--- src/sv/heightmap_bilinear_sampler_core_macros.svh ---
// assertion macros for the heightmap sampler
// no dependencies; included by the modules that carry assertions
`ifndef HEIGHTMAP_BILINEAR_SAMPLER_CORE_MACROS_SVH
`define HEIGHTMAP_BILINEAR_SAMPLER_CORE_MACROS_SVH

// same-cycle implication, disabled while reset is low
`define HBS_ASSERT_IMP(label, clk, rst_n, ante, cons, msg) \
    label: assert property (@(posedge clk) disable iff (!rst_n) (ante) |-> (cons)) \
        else $error(msg);

// next-cycle implication, disabled while reset is low
`define HBS_ASSERT_NXT(label, clk, rst_n, ante, cons, msg) \
    label: assert property (@(posedge clk) disable iff (!rst_n) (ante) |=> (cons)) \
        else $error(msg);

`endif

--- src/sv/hbs_pkg.sv ---
// shared types, codes and arithmetic helpers of the heightmap sampler
// no dependencies; imported by hbs_ctrl, hbs_datapath and the top level of the block
package hbs_pkg;

    localparam int CFG_DATA_W = 16;

    typedef logic [1:0] t_cfg_idx;
    localparam t_cfg_idx CFG_MAP_WIDTH     = 2'd0;
    localparam t_cfg_idx CFG_MAP_DEPTH     = 2'd1;
    localparam t_cfg_idx CFG_HEIGHT_SCALE  = 2'd2;
    localparam t_cfg_idx CFG_HEIGHT_OFFSET = 2'd3;

    localparam logic [8:0]  RST_MAP_WIDTH     = 9'd256;
    localparam logic [8:0]  RST_MAP_DEPTH     = 9'd256;
    localparam logic [14:0] RST_HEIGHT_SCALE  = 15'd16384;
    localparam logic [15:0] RST_HEIGHT_OFFSET = 16'hE200;

    localparam logic KIND_LOAD  = 1'b0;
    localparam logic KIND_QUERY = 1'b1;

    // bit 0 steps one column, bit 1 steps one row
    typedef logic [1:0] t_corner;
    localparam t_corner CORNER_A00 = 2'b00;
    localparam t_corner CORNER_A01 = 2'b01;
    localparam t_corner CORNER_A10 = 2'b10;
    localparam t_corner CORNER_A11 = 2'b11;

    // ceil(2^32 / 255), exact floor division for dividends below 2^23
    localparam logic [24:0] RECIP_255 = 25'h1010102;

    typedef struct packed {
        logic    write;
        logic    capture;
        logic    rd_en;
        t_corner corner;
        logic    lat_a;
        logic    h0_en;
        logic    h1_en;
        logic    hz_en;
        logic    scl_en;
        logic    div_en;
        logic    push;
    } t_dp_cmd;

    typedef struct packed {
        logic outside;
        logic out_stall;
    } t_dp_sts;

    function automatic logic [15:0] lerp8(input logic [7:0] a, input logic [7:0] b,
                                          input logic [7:0] f);
        logic [8:0]  fi;
        logic [16:0] s;
        fi = 9'd256 - {1'b0, f};
        s  = {9'd0, a} * {8'd0, fi} + {9'd0, b} * {9'd0, f};
        return s[15:0];
    endfunction

    function automatic logic [23:0] lerp16(input logic [15:0] a, input logic [15:0] b,
                                           input logic [7:0] f);
        logic [8:0]  fi;
        logic [24:0] s;
        fi = 9'd256 - {1'b0, f};
        s  = {9'd0, a} * {16'd0, fi} + {9'd0, b} * {17'd0, f};
        return s[23:0];
    endfunction

endpackage

--- src/sv/hbs_ctrl.sv ---
// sequencer of the heightmap sampler: handshake, corner reads, arithmetic steps
// depends on hbs_pkg and the assertion macro header
`include "heightmap_bilinear_sampler_core_macros.svh"

module hbs_ctrl (
    input  logic            i_clk,
    input  logic            i_rst_n,
    input  logic            i_valid,
    input  logic            i_kind,
    output logic            o_ready,
    input  hbs_pkg::t_dp_sts i_sts,
    output hbs_pkg::t_dp_cmd o_cmd
);
    import hbs_pkg::*;

    typedef enum logic [9:0] {
        S_IDLE = 10'b0000000001,
        S_RD0  = 10'b0000000010,
        S_RD1  = 10'b0000000100,
        S_RD2  = 10'b0000001000,
        S_RD3  = 10'b0000010000,
        S_RD4  = 10'b0000100000,
        S_MZ   = 10'b0001000000,
        S_SC   = 10'b0010000000,
        S_DV   = 10'b0100000000,
        S_OUT  = 10'b1000000000
    } t_state;

    t_state r_state, n_state;
    logic   accept;

    assign o_ready = (r_state == S_IDLE);
    assign accept  = i_valid && o_ready;

    always_comb begin
        o_cmd   = '0;
        n_state = r_state;
        unique case (r_state)
            S_IDLE: begin
                o_cmd.write   = accept && (i_kind == KIND_LOAD);
                o_cmd.capture = accept && (i_kind == KIND_QUERY);
                if (accept && (i_kind == KIND_QUERY)) begin
                    n_state = S_RD0;
                end
            end
            S_RD0: begin
                o_cmd.rd_en  = 1'b1;
                o_cmd.corner = CORNER_A00;
                n_state      = i_sts.outside ? S_OUT : S_RD1;
            end
            S_RD1: begin
                // a00 comes back while a01 is addressed
                o_cmd.rd_en  = 1'b1;
                o_cmd.corner = CORNER_A01;
                o_cmd.lat_a  = 1'b1;
                n_state      = S_RD2;
            end
            S_RD2: begin
                o_cmd.rd_en  = 1'b1;
                o_cmd.corner = CORNER_A10;
                o_cmd.h0_en  = 1'b1;
                n_state      = S_RD3;
            end
            S_RD3: begin
                o_cmd.rd_en  = 1'b1;
                o_cmd.corner = CORNER_A11;
                o_cmd.lat_a  = 1'b1;
                n_state      = S_RD4;
            end
            S_RD4: begin
                o_cmd.h1_en = 1'b1;
                n_state     = S_MZ;
            end
            S_MZ: begin
                o_cmd.hz_en = 1'b1;
                n_state     = S_SC;
            end
            S_SC: begin
                o_cmd.scl_en = 1'b1;
                n_state      = S_DV;
            end
            S_DV: begin
                o_cmd.div_en = 1'b1;
                n_state      = S_OUT;
            end
            S_OUT: begin
                if (!i_sts.out_stall) begin
                    o_cmd.push = 1'b1;
                    n_state    = S_IDLE;
                end
            end
            default: n_state = S_IDLE;
        endcase
    end

    always_ff @(posedge i_clk) begin
        if (!i_rst_n) begin
            r_state <= S_IDLE;
        end else begin
            r_state <= n_state;
        end
    end

    `HBS_ASSERT_IMP(a_push_free, i_clk, i_rst_n, o_cmd.push, !i_sts.out_stall, "push into a held result")
    `HBS_ASSERT_NXT(a_query_start, i_clk, i_rst_n, accept && (i_kind == KIND_QUERY), r_state == S_RD0, "query beat did not start reads")
    `HBS_ASSERT_NXT(a_load_stays, i_clk, i_rst_n, accept && (i_kind == KIND_LOAD), r_state == S_IDLE, "load beat left idle")
    `HBS_ASSERT_NXT(a_push_return, i_clk, i_rst_n, o_cmd.push, r_state == S_IDLE, "no return to idle after push")
endmodule

--- config.mk ---
export PLATFORM = sky130hd
export DESIGN_NAME = hbs_ctrl
export DESIGN_NICKNAME = d
export VERILOG_FILES = /design/src/sv/hbs_pkg.sv /design/src/sv/hbs_ctrl.sv
export VERILOG_INCLUDE_DIRS = /design/src /design/src/sv
export SDC_FILE = /design/constraint.sdc
export NUM_CORES = 1
export LEC_CHECK = 0
export BUFFER_PORTS_ARGS = -buffer_cell sky130_fd_sc_hd__buf_2
export CORE_AREA = 2 2 39 41
export DETAILED_ROUTE_END_ITERATION = 12
export DIE_AREA = 0 0 41 43
export PLACE_DENSITY = 0.75
export SETUP_SLACK_MARGIN = 0.3
export SYNTH_ARGS = -nofsm -noshare
export SYNTH_HDL_FRONTEND = slang
export SYNTH_SLANG_ARGS = --single-unit
--- constraint.sdc ---
create_clock -name i_clk -period 4.1 [get_ports i_clk]
set_input_delay 0.41 -clock i_clk [delete_from_list [all_inputs] [get_ports i_clk]]
set_output_delay 0.41 -clock i_clk [all_outputs]
set_load 0.005 [all_outputs]
==> qor.yml, run 1 <==
cts_hold_buf: 0
grt_pass1_vias: 583
cp-startpoint: "r_state[1]$_SDFFE_PN0P_"
area_delta_synth_final_pct: 15.7
ios: 19
switching_power_mw: 0.0540
synth_flop_cell: "dfxtp_1"
n_fill_cell: 140
async_flop_share_pct: 0
fmax_mhz: 432
die_w_um: 41
cts.path.max_buffers: 2
wl_per_cell_um: 13.7
power_density_mw_per_mm2: 269
final-setup-viol-count: 0
grt_pass1_wl_um: 2540
ys_seq_area_share_pct: 31.4
gr-total-overflow: 0
ir_drop_mv: 0.159
syn_inst: 82
power.share.combinational_pct: 14.0
synth_edf_count: 0
drcViolationCount: 0
synth_seq_cells: 10
routed_wl_um: 1550
dpl-instance-area_um2: 714
fin_cells: 113
crit_arrival_ns: 1.91
layout_commonest_cell: "buf_2"
required_ns: 3.69
fin_util_pct: 53.3
worst_pin_slew_ns: 0.483
yosysWarnings: 0
cp_max_fo: 10
hpwl_um: 1180
endpoint: "o_cmd[3]"
path_clk_slew_ns: 0.07
vias: 669
finalWorstSetupSlack_ns: 1.78
timing.max_slew.rel_slack_pct: 67.4
num_rows: 14
endpoint_kind: "output port"
top_regs: "r_state: 10 flops"
drtPass1Iterations: 4
synth_area_per_cell_um2: 7.77
ys_types: 33
antenna_found_initial: 0
htree_levels: 1
critPathLaunchType: "register"
regMostFlops: "r_state"
status: "finished clean"
mostFrequentLayoutCells: "buf_2 (18), nor2_1 (13), dfxtp_1 (10), inv_1 (6)"
dieHeight_um: 43
dp_cells: 110
start_util_pct: 46.0
power_frac_clock_pct: 35.2
cts_tree: "done"
rsz0062_at_grt: "no"
cts_resized: 0
sw_frac_of_total_pct: 27.2
drive_above_1_share_pct: 24.7
core_mm2: 0.00138
regToRegSetupSlack_ns: 2.37
worstSkewPairLatency_ns: 0.27
port_buffers: 18
power_mw: 0.199
synth_nets: 88
numCtsBuffers: 3
skew_ns: 0.00181
whs_ns: 0.321
cts_root_buf: "clkbuf_4"
r2r_cells: 4
antenna_cells: 0
tns_ns: 0
finalInstanceArea_um2: 737
fin_crit_ns: 2.32
cts.sinks: 10
reg2reg_to: "r_state[0]$_SDFFE_PN1P_"
critical_path.reg2reg.startpoint: "r_state[1]$_SDFFE_PN0P_"
cap_violations: 0
dieArea_mm2: 0.00176
p_int_mw: 0.145
nets: 105
seq_area_um2: 200
period_share_pct: 56.5
largest_reg_flops: 10
ant_nets: 0
min_path_type: "in2reg"
grt_max_degree: 12
post_cts_buffers: 0
slew_violations: 0
seq_power_share_pct: 50.8
hold_viol_final: 0
multi_input_area_um2: 382
crit_type: "reg2out"
power_leakage_nw: 0.336
drt-vias-per-instance: 5.92
globalplace.congestion: 0.775
pre_cts_ws_ns: 2.10
drt-initial-drc-count: 9
netlist_area_um2: 637
grt_usage_pct: 21.2
[metal layers]
metal	GRT usage (%)	vias to the layer above	part of all wire (%)
met1	29.2	302	46
li1	-	330	-
met2	29.4	30	46
met5	0	-	0
met3	4.71	7	4.8
met4	12.0	0	3.2
[power groups by stage]
stage | combinational (mW) | clock, mW | sequential (mW)
6_report | 0.0277 | 0.0699 | 0.101
2_1_floorplan | 0.0199 | 0 | 0.102
4_1_cts | 0.0276 | 0.0711 | 0.101
5_1_grt | 0.0306 | 0.0743 | 0.101
3_3_place_gp | 0.0265 | 0 | 0.103
3_5_place_dp | 0.0275 | 0 | 0.103
[cell type report]
cell class              instances  area share (%)
multi-input cells              60            51.8
flip-flops and latches         10            27.2
repair buffers                 18            12.2
clock buffers                   3            3.06
inverters                       6            3.06
well taps                      16            2.72
[cells in the mapped netlist, types with 2 or more instances]
| cell type | number | share of area, % |
|---|---|---|
| clkbuf_1 | 3 | 1.8 |
| nand2_1 | 5 | 2.9 |
| nor4b_1 | 3 | 4.1 |
| nand3_1 | 2 | 1.6 |
| o21ai_0 | 2 | 1.6 |
| nand4b_1 | 2 | 2.8 |
| nand4_1 | 2 | 2.0 |
| or4_1 | 2 | 2.4 |
| inv_1 | 6 | 3.5 |
| nor2_1 | 13 | 7.7 |
| nor4_1 | 5 | 4.9 |
| nor3_1 | 4 | 3.1 |
| xor2_1 | 2 | 2.8 |
| nor3b_1 | 2 | 2.4 |
| dfxtp_1 | 10 | 31 |
| buf_2 | 2 | 1.6 |
[worst min path at each step]
| stage | from | end | slack, ns | cells after the start |
|---|---|---|---|---|
| 2_1_floorplan | i_sts[1] | r_state[2]$_SDFFE_PN0P_ | 0.49 | 1 |
| 3_3_place_gp | r_state[7]$_SDFFE_PN0P_ | r_state[8]$_SDFFE_PN0P_ | 0.57 | 2 |
| 3_5_place_dp | r_state[5]$_SDFFE_PN0P_ | r_state[6]$_SDFFE_PN0P_ | 0.59 | 2 |
| 4_1_cts | i_sts[1] | r_state[2]$_SDFFE_PN0P_ | 0.32 | 2 |
| 5_1_grt | i_sts[1] | r_state[2]$_SDFFE_PN0P_ | 0.32 | 2 |
| 6_report | i_sts[1] | r_state[2]$_SDFFE_PN0P_ | 0.32 | 2 |
[worst max-delay path: stages, from the launching register on]
cell and delay (ns):
dfxtp_1 0.39, or3_4 0.42, nor4_2 0.28, nand2_1 0.21, nor3b_1 0.20, buf_2 0.14
[kinds of logic after synthesis]
family | Yosys count | synth area share (%)
AND/OR/NAND/NOR | 48 | 45.6
AO/OA/AOI/OAI | 9 | 10.2
XOR/XNOR | 3 | 4.13
flip-flops | 10 | 31.4
buffers and inverters | 12 | 8.64
(Power assumes the default switching activity.)
==> inputs of run 2 (changes only) <==
Settings changed: ABC_AREA set to 1, CORE_AREA 2 2 39 41 to not set, CORE_MARGIN set to 2, CORE_UTILIZATION set to 48, DIE_AREA 0 0 41 43 to not set.
Clock period 4.1 ns to 2.2 ns, I/O delays scaled along.
==> qor.yml, run 2 <==
switching_power_mw: 0.104  # +93%
cts_hold_buf: 0  # unchanged
synth_flop_cell: "dfxtp_1"
hold_viol_final: 0  # unchanged
sw_frac_of_total_pct: 25.4  # -1.8 points
routed_wl_um: 1250  # -20%
final-setup-viol-count: 0  # unchanged
ios: 19  # unchanged
synth_area_per_cell_um2: 6.04  # -22%
cap_violations: 0  # unchanged
start_util_pct: 50.5  # +4.5 points
drcViolationCount: 0  # unchanged
yosysTopAreaCellShare_pct: 31.3  # -0.18 points
timing.max_slew.rel_slack_pct: 87.6  # +20 points
yosys-top-cells-count: "inv_1 (29), nand2_1 (21), nor2_1 (14)"
p_int_mw: 0.306  # +110%
grt_usage_pct: 19.4  # -1.8 points
critPathLaunchType: "register"
ir_drop_mv: 0.392  # +150%
cts_resized: 0  # unchanged
cts_root_buf: "clkbuf_4"
power_frac_clock_pct: 40.1  # +4.9 points
netlist_area_um2: 641  # +0.59%
finalInstanceArea_um2: 782  # +6.1%
power.share.combinational_pct: 14.5  # +0.5 points
globalplace.congestion: 0.826  # +6.7%
ys_seq_area_share_pct: 31.3  # -0.18 points
power_density_mw_per_mm2: 525  # +95%
seq_power_share_pct: 45.4  # -5.4 points
htree_levels: 1  # unchanged
status: "finished clean"
endpoint_kind: "output port"
synth_edf_count: 0  # unchanged
dpl-instance-area_um2: 746  # +4.4%
required_ns: 1.98  # -1.71 ns
post_cts_buffers: 0  # unchanged
cp_max_fo: 3  # -7
worst_pin_slew_ns: 0.185  # -0.297 ns
crit_type: "reg2out"
die_w_um: 40.5  # -1.1%
nets: 134  # +28%
whs_ns: 0.143  # -0.178 ns
area_delta_synth_final_pct: 22.1
cp_cell_sequence: "nor2_2 > nand2_1 > inv_1 > nand3b_1 > nand2_1 > nor2_1 > inv_1 > buf_2"
gr-total-overflow: 0  # unchanged
drtPass1Iterations: 4  # unchanged
synth_seq_cells: 10  # unchanged
top_regs: "r_state: 10 flops"
rsz0062_at_grt: "no"
critical-path-max-stage-delay_ns: 0.36  # -0.06 ns
synth_nets: 112  # +27%
cp_slowest_cell: "dfxtp_1"
hpwl_um: 1020  # -14%
syn_inst: 106  # +29%
mostFrequentLayoutCells: "inv_1 (29), nand2_1 (21), buf_2 (18), nor2_1 (14), nand3_1 (11)"
fin_cells: 142  # +26%
ant_nets: 0  # unchanged
vias: 659  # -1.5%
slew_violations: 0  # unchanged
largest_reg_flops: 10  # unchanged
min_path_type: "in2reg"
period_share_pct: 74.4
dieArea_mm2: 0.00164  # -6.8%
fmax_mhz: 611
skew_ns: 0.00141  # -0.000404 ns
n_fill_cell: 137  # -2.1%
ys_types: 16  # -52%
worstSkewPairLatency_ns: 0.26  # about the same
core_mm2: 0.00127  # -8.3%
cp_top_family: "simple AND/OR/NAND/NOR gates"
synth_most_common_cell: "inv_1"
port_buffers: 18  # unchanged
fin_util_pct: 61.6  # +8.4 points
yosysWarnings: 0  # unchanged
path_clk_slew_ns: 0.07  # about the same
crit_arrival_ns: 1.42  # -0.49 ns
drive_above_1_share_pct: 28.3  # +3.6 points
dieHeight_um: 40.5  # -5.7%
fin_crit_ns: 1.64
cts.sinks: 10  # unchanged
regMostFlops: "r_state"
netlist_top_cells_area: "dfxtp_1 (31%), inv_1 (17%), nand2_1 (12%), nand3_1 (8.6%), nor2_1 (8.2%)"
antenna_cells: 0  # unchanged
grt_max_degree: 10  # -2
dp_cells: 138  # +25%
grt_pass1_vias: 540  # -7.4%
num_rows: 13  # -1
regToRegSetupSlack_ns: 0.87  # -1.50 ns
drt-initial-drc-count: 12  # +3
yosys.area.top_type: "dfxtp_1"
grt_pass1_wl_um: 2030  # -20%
antenna_found_initial: 0  # unchanged
power_leakage_nw: 0.558  # +66%
cts.path.max_buffers: 2  # unchanged
async_flop_share_pct: 0  # unchanged
drt-vias-per-instance: 4.64  # -22%
wl_per_cell_um: 8.80  # -36%
tns_ns: 0  # unchanged
numCtsBuffers: 3  # unchanged
layout_commonest_cell: "inv_1"
cts_tree: "done"
crit_buf_inv: 3  # +2
## run 2: cell count changes after synthesis, sizes merged, moves of 3 or more
cell   previous run  this run
buf               3         0
nand3             2        11
inv               6        30
nor2             13        21
nand2             5        24
nor4b             4         0
nor4              6         0
## run 2: worst reg2reg max path: cells and delay by family (launching register included)
kind                   cells  cell delay (ns)
buffers and inverters      2             0.12
and+or+nand+nor            6             0.80
DFF                        1             0.33
## run 2: worst paths after layout
path | startpoint | cells after the start | end
worst max-delay path | r_state[6]$_SDFFE_PN0P_ | 8 | o_cmd[9]
worst min-delay path | i_sts[1] | 2 | r_state[2]$_SDFFE_PN0P_
worst max register to register | r_state[6]$_SDFFE_PN0P_ | 8 | r_state[3]$_SDFFE_PN0P_
worst min register to register | r_state[1]$_SDFFE_PN0P_ | 4 | r_state[2]$_SDFFE_PN0P_
## run 2: power by group through the flow
stage | combinational (mW) | clock (mW) | sequential (mW)
after CTS | 0.0599 | 0.170 | 0.186
after global placement | 0.0581 | 0 | 0.190
after floorplan | 0.0416 | 0 | 0.190
after detailed placement | 0.0592 | 0 | 0.190
final | 0.0596 | 0.165 | 0.187
after global routing | 0.0664 | 0.182 | 0.187
## run 2: logic make-up (layout without fill, tap and decap cells)
group / after synthesis / in the layout / share of synthesized area [%]
flip-flops: 10 / 10 / 31.2
AND/OR/NAND/NOR: 63 / 63 / 48.4
AO/OA/AOI/OAI: 1 / 1 / 1.37
buffers and inverters: 32 / 53 / 18.9
## run 2: final cells by class
type / count / area [um^2] / area share, %
tap: 15 / 18.8 / 2.40
sequential: 10 / 200 / 25.6
clock buffer: 4 / 36.3 / 4.64
inverter: 31 / 118 / 15.0
timing repair buffer: 18 / 90.1 / 11.5
multi-input combinational: 64 / 319 / 40.8
## run 2: through the flow
step	setup slack [ns]	total power, mW
after CTS	0.553	0.416
after floorplan	1.02	0.232
after global routing	0.406	0.435
after detailed placement	0.861	0.250
after global placement	0.877	0.249
final	0.564	0.411
## run 2: metal layers
metal  wire length [um]  global-route usage (%)  vias up
met3                 57                    6.67        2
met5                  0                       0        -
met4                 10                    7.50        0
met1                550                    20.7      291
met2                633                    34.5       15
li1                   -                       -      351
